--- src/rtl/cpf_pkg.sv ---
// shared types, constants and crc helpers for the command packet framer
package cpf_pkg;

  localparam int unsigned FRAME_LEN   = 12;
  localparam int unsigned BYTE_W      = 8;
  localparam int unsigned FRAME_W     = FRAME_LEN * BYTE_W;
  localparam int unsigned CNT_W       = $clog2(FRAME_LEN);
  localparam int unsigned PACKED_LEN  = 9;
  localparam int unsigned PACK_W      = 7;
  localparam int unsigned PAYLOAD_W   = 64;
  localparam int unsigned CRC_BYTES   = 6;

  localparam logic [7:0]       HEADER_BYTE = 8'hFF;
  localparam logic [15:0]      CRC_POLY    = 16'hA001;
  localparam logic [CNT_W-1:0] LAST_IDX    = CNT_W'(FRAME_LEN - 1);
  localparam logic [CNT_W-1:0] FIRST_DATA  = CNT_W'(2);

  typedef logic [FRAME_W-1:0]   frame_t;
  typedef logic [PAYLOAD_W-1:0] payload_t;

  // one byte through crc-16/arc, lsb first
  function automatic logic [15:0] crc16_update(input logic [15:0] crc_in,
                                               input logic [7:0] data);
    logic [15:0] c;
    c = crc_in ^ {8'h00, data};
    for (int b = 0; b < 8; b++) begin
      if (c[0]) begin
        c = (c >> 1) ^ CRC_POLY;
      end else begin
        c = c >> 1;
      end
    end
    return c;
  endfunction

endpackage

--- src/rtl/cpf_req_if.sv ---
// request channel: command code and two arguments
interface cpf_req_if;
  logic        valid;
  logic        ready;
  logic [7:0]  command_code;
  logic [15:0] first_argument;
  logic [15:0] second_argument;

  modport source(output valid, output command_code, output first_argument,
                 output second_argument, input ready);
  modport sink(input valid, input command_code, input first_argument,
               input second_argument, output ready);
endinterface

--- src/rtl/cpf_byte_if.sv ---
// frame byte channel
interface cpf_byte_if;
  logic       valid;
  logic       ready;
  logic [7:0] frame_byte;
  logic       last_byte;

  modport source(output valid, output frame_byte, output last_byte, input ready);
  modport sink(input valid, input frame_byte, input last_byte, output ready);
endinterface

--- src/rtl/cpf_encode.sv ---
// request register and single-pass frame builder (crc and 7-bit packing)
module cpf_encode (
  input  logic             clk,
  input  logic             rst,
  cpf_req_if.sink          req,
  input  logic [7:0]       device_address,
  output logic             frame_valid,
  input  logic             frame_ready,
  output cpf_pkg::frame_t  frame
);

  logic        held;
  logic [7:0]  cmd;
  logic [15:0] arg1;
  logic [15:0] arg2;

  logic [15:0]        crc;
  cpf_pkg::payload_t  bits;
  logic [7:0]         crc_bytes [cpf_pkg::CRC_BYTES];

  // slot frees when the serializer takes the held request
  assign req.ready   = !held || frame_ready;
  assign frame_valid = held;

  always_ff @(posedge clk) begin
    if (rst) begin
      held <= 1'b0;
    end else if (req.ready) begin
      held <= req.valid;
    end
  end

  always_ff @(posedge clk) begin
    if (req.valid && req.ready) begin
      cmd  <= req.command_code;
      arg1 <= req.first_argument;
      arg2 <= req.second_argument;
    end
  end

  always_comb begin
    crc_bytes[0] = device_address;
    crc_bytes[1] = cmd;
    crc_bytes[2] = arg1[7:0];
    crc_bytes[3] = arg1[15:8];
    crc_bytes[4] = arg2[7:0];
    crc_bytes[5] = arg2[15:8];
    crc = 16'h0000;
    for (int i = 0; i < cpf_pkg::CRC_BYTES; i++) begin
      crc = cpf_pkg::crc16_update(crc, crc_bytes[i]);
    end
    bits = {device_address, cmd, arg1[7:0], arg1[15:8], arg2[7:0], arg2[15:8],
            crc[7:0], crc[15:8]};
  end

  // header, nine 7-bit groups msb first, then the leftover bit at position 6
  always_comb begin
    frame[cpf_pkg::FRAME_W-1 -: 8]  = cpf_pkg::HEADER_BYTE;
    frame[cpf_pkg::FRAME_W-9 -: 8]  = cpf_pkg::HEADER_BYTE;
    for (int k = 0; k < cpf_pkg::PACKED_LEN; k++) begin
      frame[cpf_pkg::FRAME_W-17-8*k -: 8] =
        {1'b0, bits[cpf_pkg::PAYLOAD_W-1-cpf_pkg::PACK_W*k -: cpf_pkg::PACK_W]};
    end
    frame[7:0] = {1'b0, bits[0], 6'b000000};
  end

endmodule

--- src/rtl/cpf_serialize.sv ---
// frame shift register that hands out one byte per beat
module cpf_serialize (
  input  logic            clk,
  input  logic            rst,
  input  logic            frame_valid,
  output logic            frame_ready,
  input  cpf_pkg::frame_t frame,
  cpf_byte_if.source      tx
);

  logic                      busy;
  logic [cpf_pkg::CNT_W-1:0] cnt;
  cpf_pkg::frame_t           shreg;
  logic                      at_last;

  assign at_last       = (cnt == cpf_pkg::LAST_IDX);
  assign frame_ready   = !busy || (tx.ready && at_last);
  assign tx.valid      = busy;
  assign tx.frame_byte = shreg[cpf_pkg::FRAME_W-1 -: 8];
  assign tx.last_byte  = at_last;

  always_ff @(posedge clk) begin
    if (rst) begin
      busy <= 1'b0;
      cnt  <= '0;
    end else if (frame_valid && frame_ready) begin
      busy <= 1'b1;
      cnt  <= '0;
    end else if (busy && tx.ready) begin
      if (at_last) begin
        busy <= 1'b0;
      end else begin
        cnt <= cnt + 1'b1;
      end
    end
  end

  always_ff @(posedge clk) begin
    if (frame_valid && frame_ready) begin
      shreg <= frame;
    end else if (busy && tx.ready) begin
      shreg <= {shreg[cpf_pkg::FRAME_W-9:0], 8'h00};
    end
  end

`ifndef SYNTHESIS
  // the first beat of every frame is a header byte
  a_header: assert property (@(posedge clk) disable iff (rst)
    busy && (cnt == '0) |-> tx.frame_byte == cpf_pkg::HEADER_BYTE)
    else $error("frame does not open with header byte");

  // packed beats never carry the top bit
  a_packed_7bit: assert property (@(posedge clk) disable iff (rst)
    busy && (cnt >= cpf_pkg::FIRST_DATA) |-> !tx.frame_byte[7])
    else $error("packed byte has bit 7 set");

  // a waiting frame follows the last beat with no gap
  a_back_to_back: assert property (@(posedge clk) disable iff (rst)
    busy && tx.ready && at_last && frame_valid |=> busy && (cnt == '0))
    else $error("gap between consecutive frames");
`endif

endmodule

--- src/rtl/command_packet_framer_crc16_7bit_top.sv ---
// top level of the command packet framer with crc-16 and 7-bit packing
// Command packet framer. Each request beat on req (command code and two
// 16-bit arguments) becomes a 12-beat frame on tx: two 0xff header bytes,
// then the 64-bit payload {device_address, command_code, first_argument
// little-endian, second_argument little-endian, crc-16/arc low, high} cut
// msb first into nine 7-bit bytes, then a tail byte holding the final
// payload bit at bit 6. last_byte marks the twelfth beat. The output
// shift register hands out one beat per cycle while tx is ready; the
// next request is held in the input register meanwhile, so with tx always
// ready frames stream back to back. A request passes through the input
// register and then the output shift register before its first byte
// appears. device_address is written through cfg_we/cfg_wdata, resets to
// 0 and should change only while the block is idle.
module command_packet_framer_crc16_7bit_top (
  input  logic       clk,
  input  logic       rst,
  input  logic       cfg_we,
  input  logic [7:0] cfg_wdata,
  cpf_req_if.sink    req,
  cpf_byte_if.source tx
);

  // device address register, first payload byte
  logic [7:0] device_address;

  // encoder to serializer handoff
  logic            frame_valid;
  logic            frame_ready;
  cpf_pkg::frame_t frame;

  always_ff @(posedge clk) begin
    if (rst) begin
      device_address <= 8'h00;
    end else if (cfg_we) begin
      device_address <= cfg_wdata;
    end
  end

  // request register plus crc and packing logic
  cpf_encode u_encode (
    .clk            (clk),
    .rst            (rst),
    .req            (req),
    .device_address (device_address),
    .frame_valid    (frame_valid),
    .frame_ready    (frame_ready),
    .frame          (frame)
  );

  // byte-wide output shift register
  cpf_serialize u_serialize (
    .clk         (clk),
    .rst         (rst),
    .frame_valid (frame_valid),
    .frame_ready (frame_ready),
    .frame       (frame),
    .tx          (tx)
  );

endmodule
--- src/flat_wrapper.sv ---
// flat-port wrapper written by rule: the top's interface ports become plain ports
module command_packet_framer_crc16_7bit_top_flat 
  (clk, rst, cfg_we, cfg_wdata, req_valid, req_command_code, req_first_argument, req_second_argument, req_ready, tx_valid, tx_frame_byte, tx_last_byte, tx_ready);
  cpf_req_if req_i ();
  cpf_byte_if tx_i ();
  input  logic clk;
  input  logic rst;
  input  logic cfg_we;
  input  logic [7:0] cfg_wdata;
  input wire logic [$bits(req_i.valid)-1:0] req_valid;
  input wire logic [$bits(req_i.command_code)-1:0] req_command_code;
  input wire logic [$bits(req_i.first_argument)-1:0] req_first_argument;
  input wire logic [$bits(req_i.second_argument)-1:0] req_second_argument;
  output wire logic [$bits(req_i.ready)-1:0] req_ready;
  output wire logic [$bits(tx_i.valid)-1:0] tx_valid;
  output wire logic [$bits(tx_i.frame_byte)-1:0] tx_frame_byte;
  output wire logic [$bits(tx_i.last_byte)-1:0] tx_last_byte;
  input wire logic [$bits(tx_i.ready)-1:0] tx_ready;
  assign req_i.valid = req_valid;
  assign req_i.command_code = req_command_code;
  assign req_i.first_argument = req_first_argument;
  assign req_i.second_argument = req_second_argument;
  assign req_ready = req_i.ready;
  assign tx_valid = tx_i.valid;
  assign tx_frame_byte = tx_i.frame_byte;
  assign tx_last_byte = tx_i.last_byte;
  assign tx_i.ready = tx_ready;
  command_packet_framer_crc16_7bit_top u_core (.clk(clk), .rst(rst), .cfg_we(cfg_we), .cfg_wdata(cfg_wdata), .req(req_i), .tx(tx_i));
endmodule
--- config.mk ---
export PLATFORM = sky130hd
export DESIGN_NAME = command_packet_framer_crc16_7bit_top_flat
export DESIGN_NICKNAME = d
export VERILOG_FILES = /design/src/rtl/cpf_pkg.sv /design/src/rtl/cpf_req_if.sv /design/src/rtl/cpf_byte_if.sv /design/src/rtl/cpf_encode.sv /design/src/rtl/cpf_serialize.sv /design/src/rtl/command_packet_framer_crc16_7bit_top.sv /design/src/flat_wrapper.sv
export SDC_FILE = /design/constraint.sdc
export NUM_CORES = 1
export LEC_CHECK = 0
export BUFFER_PORTS_ARGS = -buffer_cell sky130_fd_sc_hd__buf_2
export CAP_MARGIN = 20
export CORE_MARGIN = 5
export CORE_UTILIZATION = 25
export CTS_CLUSTER_DIAMETER = 80
export DETAILED_ROUTE_END_ITERATION = 7
export PLACE_DENSITY = 0.48
export SLEW_MARGIN = 0
export SYNTH_ARGS = -nofsm -noshare
export SYNTH_HDL_FRONTEND = slang
export SYNTH_SLANG_ARGS = --single-unit
--- constraint.sdc ---
create_clock -name clk -period 11 [get_ports clk]
set_input_delay 1.65 -clock clk [delete_from_list [all_inputs] [get_ports clk]]
set_output_delay 1.65 -clock clk [all_outputs]
set_load 0.1 [all_outputs]
==> reports/results.ini, run 1 <==
[floorplanning]
rows = 56
initial_core_util_pct = 25.5
die_w_um = 165
core_um2 = 23500
ios = 64
die_area_um2 = 27200
fp.dieH_um = 165

[final_layout]
fill_cells = 2433
area_delta_synth_final_pct = 20.6
diodes = 0
layout-drive-gt1-share_pct = 30.9
final_area_um2 = 7250
nets = 526

[logic_synthesis]
yosysTopAreaCellShare_pct = 52.0
syn_inst = 409
synth-seq-area-share_pct = 62.0
synth-edff-count = 104
synth.top_cells.by_count = edfxtp_1 (104), xnor2_1 (55), mux2_2 (49)
synthSimpleGateAreaFrac_pct = 6.00
async_flop_share_pct = 0
synth-main-ff-cell = edfxtp_1
syn_area_um2 = 6010
synth_most_common_cell = edfxtp_1
synthTopCellsByArea = edfxtp_1 (52%), dfxtp_1 (10%), mux2_2 (9.2%)
synthXorXnorAreaFrac_pct = 18.0
ys_types = 26
yosysTopAreaCell = edfxtp_1
synthAdderAreaFrac_pct = 0.208
synth_compound_area_share_pct = 1.08
ys_seq_elements = 134
yosysWarnings = 0
syn_nets = 463
muxShareOfSynthArea_pct = 10.7
synth_top_family_by_area = XOR/XNOR gates
synth.avg_cell_area_um2 = 14.7

[place]
dpl-instance-area_um2 = 6660
dp_slack_ns = 6.80
gp_congestion = 0.790
portBuffers = 63
dp_hpwl_mm = 9.00

[setup_path]
start_kind = primary input
max_stage_delay_ns = 0.43
cp_cell_sequence = buf_2, nand2_1, nand2_1, inv_1, nand2_1, buf_2
crit_slowest_cell = buf_2
crit_top_cell = nand2_1
path_class = primary input to primary output
crit_path_end_kind = primary output
crit_required_ns = 9.35
cp.arrival_ns = 2.55
cp_max_fo = 3

[pwr]
power_frac_comb_pct = 22.1
swShare_pct = 26.9
ir_worst_vdd_mv = 0.0927
pwr-share-clk_pct = 36.8
pwr_density_cell_nw_per_um2 = 213
p_sw_w = 0.000417
pwr-share-seq_pct = 41.1
power_w = 0.00155
p_leak_nw = 2.78
internal_power_w = 0.00113

[timing]
setup_ws_ns = 6.80
relSlewSlack_pct = 31.8
rsz0062_at_grt = false
finalSetupViolCount = 0
tightestPinTransition_ns = 1.02
drv_slew = 0
hold_slack_ns = 0.457
fmax_mhz = 238
min_period_ns = 4.20
final_hold_viol_count = 0
finClkSkew_ns = 0.00634
post-route-period-util_pct = 38.2
finalSetupTns_ns = 0

[drt]
drc = 0
antenna_left = 0
wl_per_cell_um = 15.9
drtIter0Drc = 222
drt_wl_total_mm = 12.8
dr_total_vias = 3234
first_pass_iters = 4
vias_per_cell = 4.02

[clocking]
cts_tree = done
cts-resized-gates = 0
htreeDepth = 4
cts.path.max_buffers = 2
hold_buffers = 0
numClockSinks = 134
clk_latency_ns = 0.42
post_cts_buffers = 0
path_clk_slew_ns = 0.06
cts_made_buffers = 17
root_buffer = clkbuf_16

[global_routing]
grt_antenna_before_repair = 0
track_usage_pct = 10.1
grt_pass1_vias = 3534
gr-total-overflow = 0
grt_pass1_wl_mm = 20.1
grt_max_degree = 89

[flow_run]
drv_cap = 0

[run_status]
status = finished, final reports clean

[worst_hold_path]
min_path_type = flop to flop

layout by cell type, fill, tap and decap left out, types with 5 or more instances in the layout:
cell	netlist	final
edfxtp_1	104	104
xnor3_1	14	14
mux2i_1	9	9
nand2_1	46	45
nand3_1	15	15
buf_2	0	63
nor3_1	5	5
nor2_1	16	16
mux2_2	49	49
dfxtp_1	30	30
xnor2_1	55	55
clkbuf_16	0	17
o21ai_0	7	6
xor2_1	17	17
kinds of logic (layout without fill, tap and decap cells):
logic type | count (synthesis) | count (layout)
XOR/XNOR | 92 | 92
buffers and inverters | 25 | 101
multiplexers | 58 | 58
flip-flops | 134 | 134
AO/OA/AOI/OAI | 13 | 13
adder cells (fa/ha/maj) | 1 | 1
AND/OR/NAND/NOR | 86 | 86
per-layer routing:
layer | share of wire [%] | routed length, um | vias to the layer above | track usage (%)
li1 | - | - | 1571 | -
met1 | 47 | 5950 | 1572 | 13.0
met2 | 47 | 6040 | 73 | 16.0
met3 | 4.5 | 577 | 18 | 3.09
met4 | 1.7 | 214 | 0 | 3.63
met5 | 0 | 0 | - | 0
final timing paths:
path | startpoint | endpoint | slack [ns] | cells past startpoint
worst min register to register | u_core.u_serialize.shreg[78] | u_core.u_serialize.shreg[86] | 0.46 | 2
worst max-delay path | tx_ready | req_ready | 6.80 | 6
worst min-delay path | u_core.u_serialize.shreg[78] | u_core.u_serialize.shreg[86] | 0.46 | 2
worst max register to register | u_core.device_address[1] | u_core.u_serialize.shreg[14] | 8.31 | 6
sequential cells by signal, summed over array words and instances, names as in the netlist:
name and count:
u_core.u_encode.arg1 16, u_core.u_serialize.cnt 4, u_core.device_address 8, u_core.u_encode.arg2 16, u_core.u_serialize.tx.valid 1, u_core.u_encode.frame_valid 1
u_core.u_encode.cmd 8, u_core.u_serialize.shreg 80
worst max-delay path, delay by kind of cell:
family        cells  cell delay (ns)
buf+inv           3             0.63
simple gates      3             0.26
through the flow:
stage | instances | utilization [%]
after detailed placement | 772 | 28.3
after global placement | 772 | 28.3
after floorplan | 409 | -
after CTS | 804 | 30.8
final | 804 | 30.8
after global routing | 804 | 30.8
layout make-up:
cell class	count	area [um2]	area share, %
clock buffer	19	433	5.97
clock inverter	13	158	2.18
tap	319	399	5.51
multi-input combinational	250	2190	30.2
inverter	3	11.3	0.155
sequential	134	3720	51.4
timing repair buffer	66	338	4.66
power by group through the flow:
stage | Combinational (W) | Clock [W] | Sequential [W]
after global routing | 0.000373 | 0.000611 | 0.000640
final | 0.000342 | 0.000569 | 0.000635
after CTS | 0.000348 | 0.000587 | 0.000636
after floorplan | 0.000290 | 0 | 0.000639
after global placement | 0.000342 | 0 | 0.000645
after detailed placement | 0.000345 | 0 | 0.000647
Power figures use the tool's default switching activity.
==> run 2: changes to the inputs <==
==> constraint.sdc (replaced) <==
create_clock -name clk -period 4 [get_ports clk]
set_input_delay 0.6 -clock clk [delete_from_list [all_inputs] [get_ports clk]]
set_output_delay 0.6 -clock clk [all_outputs]
set_load 0.1 [all_outputs]
==> run 2 against run 1 <==
Clock power rose by 140%. Worst hold slack got worse by 0.10 ns. Routed wire length rose by 3.5%. Flip-flop and latch count did not move. Critical path depth rose by 1. Sequential power rose to 2.7 times the previous value. Die area did not move. Clock-buffer cell count rose by 7. Sequential share of layout area rose by 0.43 points. Clock skew rose by 0.00091 ns. Worst setup slack got worse by 5.4 ns.
==> reports/results.ini, run 2 (synthesized netlist as in run 1, its figures left out) <==
[floorplanning]
die_w_um = 165
initial_core_util_pct = 25.5
core_um2 = 23500
ios = 64
rows = 56
fp.dieH_um = 165
die_area_um2 = 27200

[final_layout]
area_delta_synth_final_pct = 19.6
largest_reg_flops = 80
largest-register = u_core.u_serialize.shreg
final_area_um2 = 7190
final_cell_mix = edfxtp_1 (104), buf_2 (63), xnor2_1 (55)
final_common_cell = edfxtp_1
layout-drive-gt1-share_pct = 29.9
reg_top3 = u_core.u_serialize.shreg (80), u_core.u_encode.arg1 (16), u_core.u_encode.arg2 (16)
diodes = 0
nets = 526

[run_status]
status = finished, final reports clean

[pwr]
pwr-share-seq_pct = 42.9
p_leak_nw = 2.77
power_frac_comb_pct = 23.1
pwr_density_cell_nw_per_um2 = 566
swShare_pct = 27.2
internal_power_w = 0.00296
p_sw_w = 0.00111
ir_worst_vdd_mv = 0.277
pwr-share-clk_pct = 34.1
power_w = 0.00407

[drt]
first_pass_iters = 4
drc = 0
wl_per_cell_um = 16.5
antenna_left = 0
drtIter0Drc = 187
drt_wl_total_mm = 13.2
vias_per_cell = 4.05
dr_total_vias = 3255

[timing]
relSlewSlack_pct = 43.2
final_hold_viol_count = 0
rsz0062_at_grt = false
finClkSkew_ns = 0.00725
finalSetupTns_ns = 0
drv_slew = 0
post-route-period-util_pct = 64.4
fmax_mhz = 388
min_period_ns = 2.57
finalSetupViolCount = 0
setup_ws_ns = 1.43
tightestPinTransition_ns = 0.852

[global_routing]
grt_pass1_wl_mm = 20.4
grt_util_met3_pct = 2.87
track_usage_pct = 10.3
grt_antenna_before_repair = 0
grt_pass1_vias = 3483
use_met1_pct = 13.7
grt_busiest_layer = met2
grt_max_degree = 89
gr-usage-met2_pct = 16.0
gr-total-overflow = 0

[place]
dp_hpwl_mm = 9.48
portBuffers = 63
dpl-instance-area_um2 = 6670
dp_slack_ns = 1.47
gp_congestion = 0.781

[setup_path]
critPathLaunch = u_core.u_serialize.cnt[0]
crit_path_end_kind = primary output
cp.arrival_ns = 1.97
rrSetupSlack_ns = 1.45
path_class = flop to primary output
timing.rr.end = u_core.u_serialize.shreg[14]
reg2reg_depth = 6
start_kind = flop
cp_max_fo = 3
crit_required_ns = 3.40
reg2reg_from = u_core.device_address[1]

[clocking]
post_cts_buffers = 0
root_buffer = clkbuf_16
hold_buffers = 0
cts-resized-gates = 0
cts.path.max_buffers = 2
numClockSinks = 134
htreeDepth = 4
clk_latency_ns = 0.42
path_clk_slew_ns = 0.06
cts_tree = done
cts_made_buffers = 17

[worst_hold_path]
min_path_type = primary input to flop
min_to = u_core.u_encode.arg2[10]
holdCritStartpoint = req_second_argument[10]
min_delay_path_depth = 1

[flow_run]
drv_cap = 0

run 2: through the flow:
stage	util (%)	hold WS [ns]	cells
final	30.5	0.354	804
after global routing	30.5	0.336	804
after global placement	28.3	0.430	772
after detailed placement	28.3	0.439	772
after floorplan	-	0.423	409
after CTS	30.5	0.327	804
run 2: worst max path at each step:
| stage | end | slack (ns) | depth (start not counted) |
|---|---|---|---|
| floorplan | u_core.u_encode.arg1[0] | 0.80 | 6 |
| global placement | u_core.u_serialize.shreg[14] | 1.50 | 6 |
| detailed placement | u_core.u_serialize.shreg[14] | 1.47 | 6 |
| CTS | req_ready | 1.38 | 7 |
| global route | req_ready | 1.27 | 7 |
| finish | req_ready | 1.43 | 7 |
run 2: per-layer routing:
layer / vias up / wire, um
met3: 11 / 524
met4: 0 / 167
met2: 64 / 6210
li1: 1575 / -
met5: - / 0
met1: 1605 / 6340
run 2: power groups by stage:
stage | Sequential, W | Clock [W] | Combinational, W
CTS | 0.00175 | 0.00143 | 0.000955
global route | 0.00176 | 0.00149 | 0.00102
global placement | 0.00177 | 0 | 0.000946
floorplan | 0.00175 | 0 | 0.000797
finish | 0.00174 | 0.00139 | 0.000938
detailed placement | 0.00178 | 0 | 0.000949
run 2: final cells by class:
cell class	count	area, um2
fillers	2382	16400
flip-flops and latches	134	3720
multi-input cells	250	2190
clock buffers	26	489
well taps	319	399
repair buffers	66	350
clock inverters	6	28.8
inverters	3	11.3
run 2: worst max-delay path, stage by stage (launching register included):
cell	delay (ns)
dfxtp_1	0.37
ha_1	0.18
and3b_1	0.21
nand2_1	0.06
nand2_1	0.11
inv_1	0.11
nand2_1	0.10
buf_2	0.42
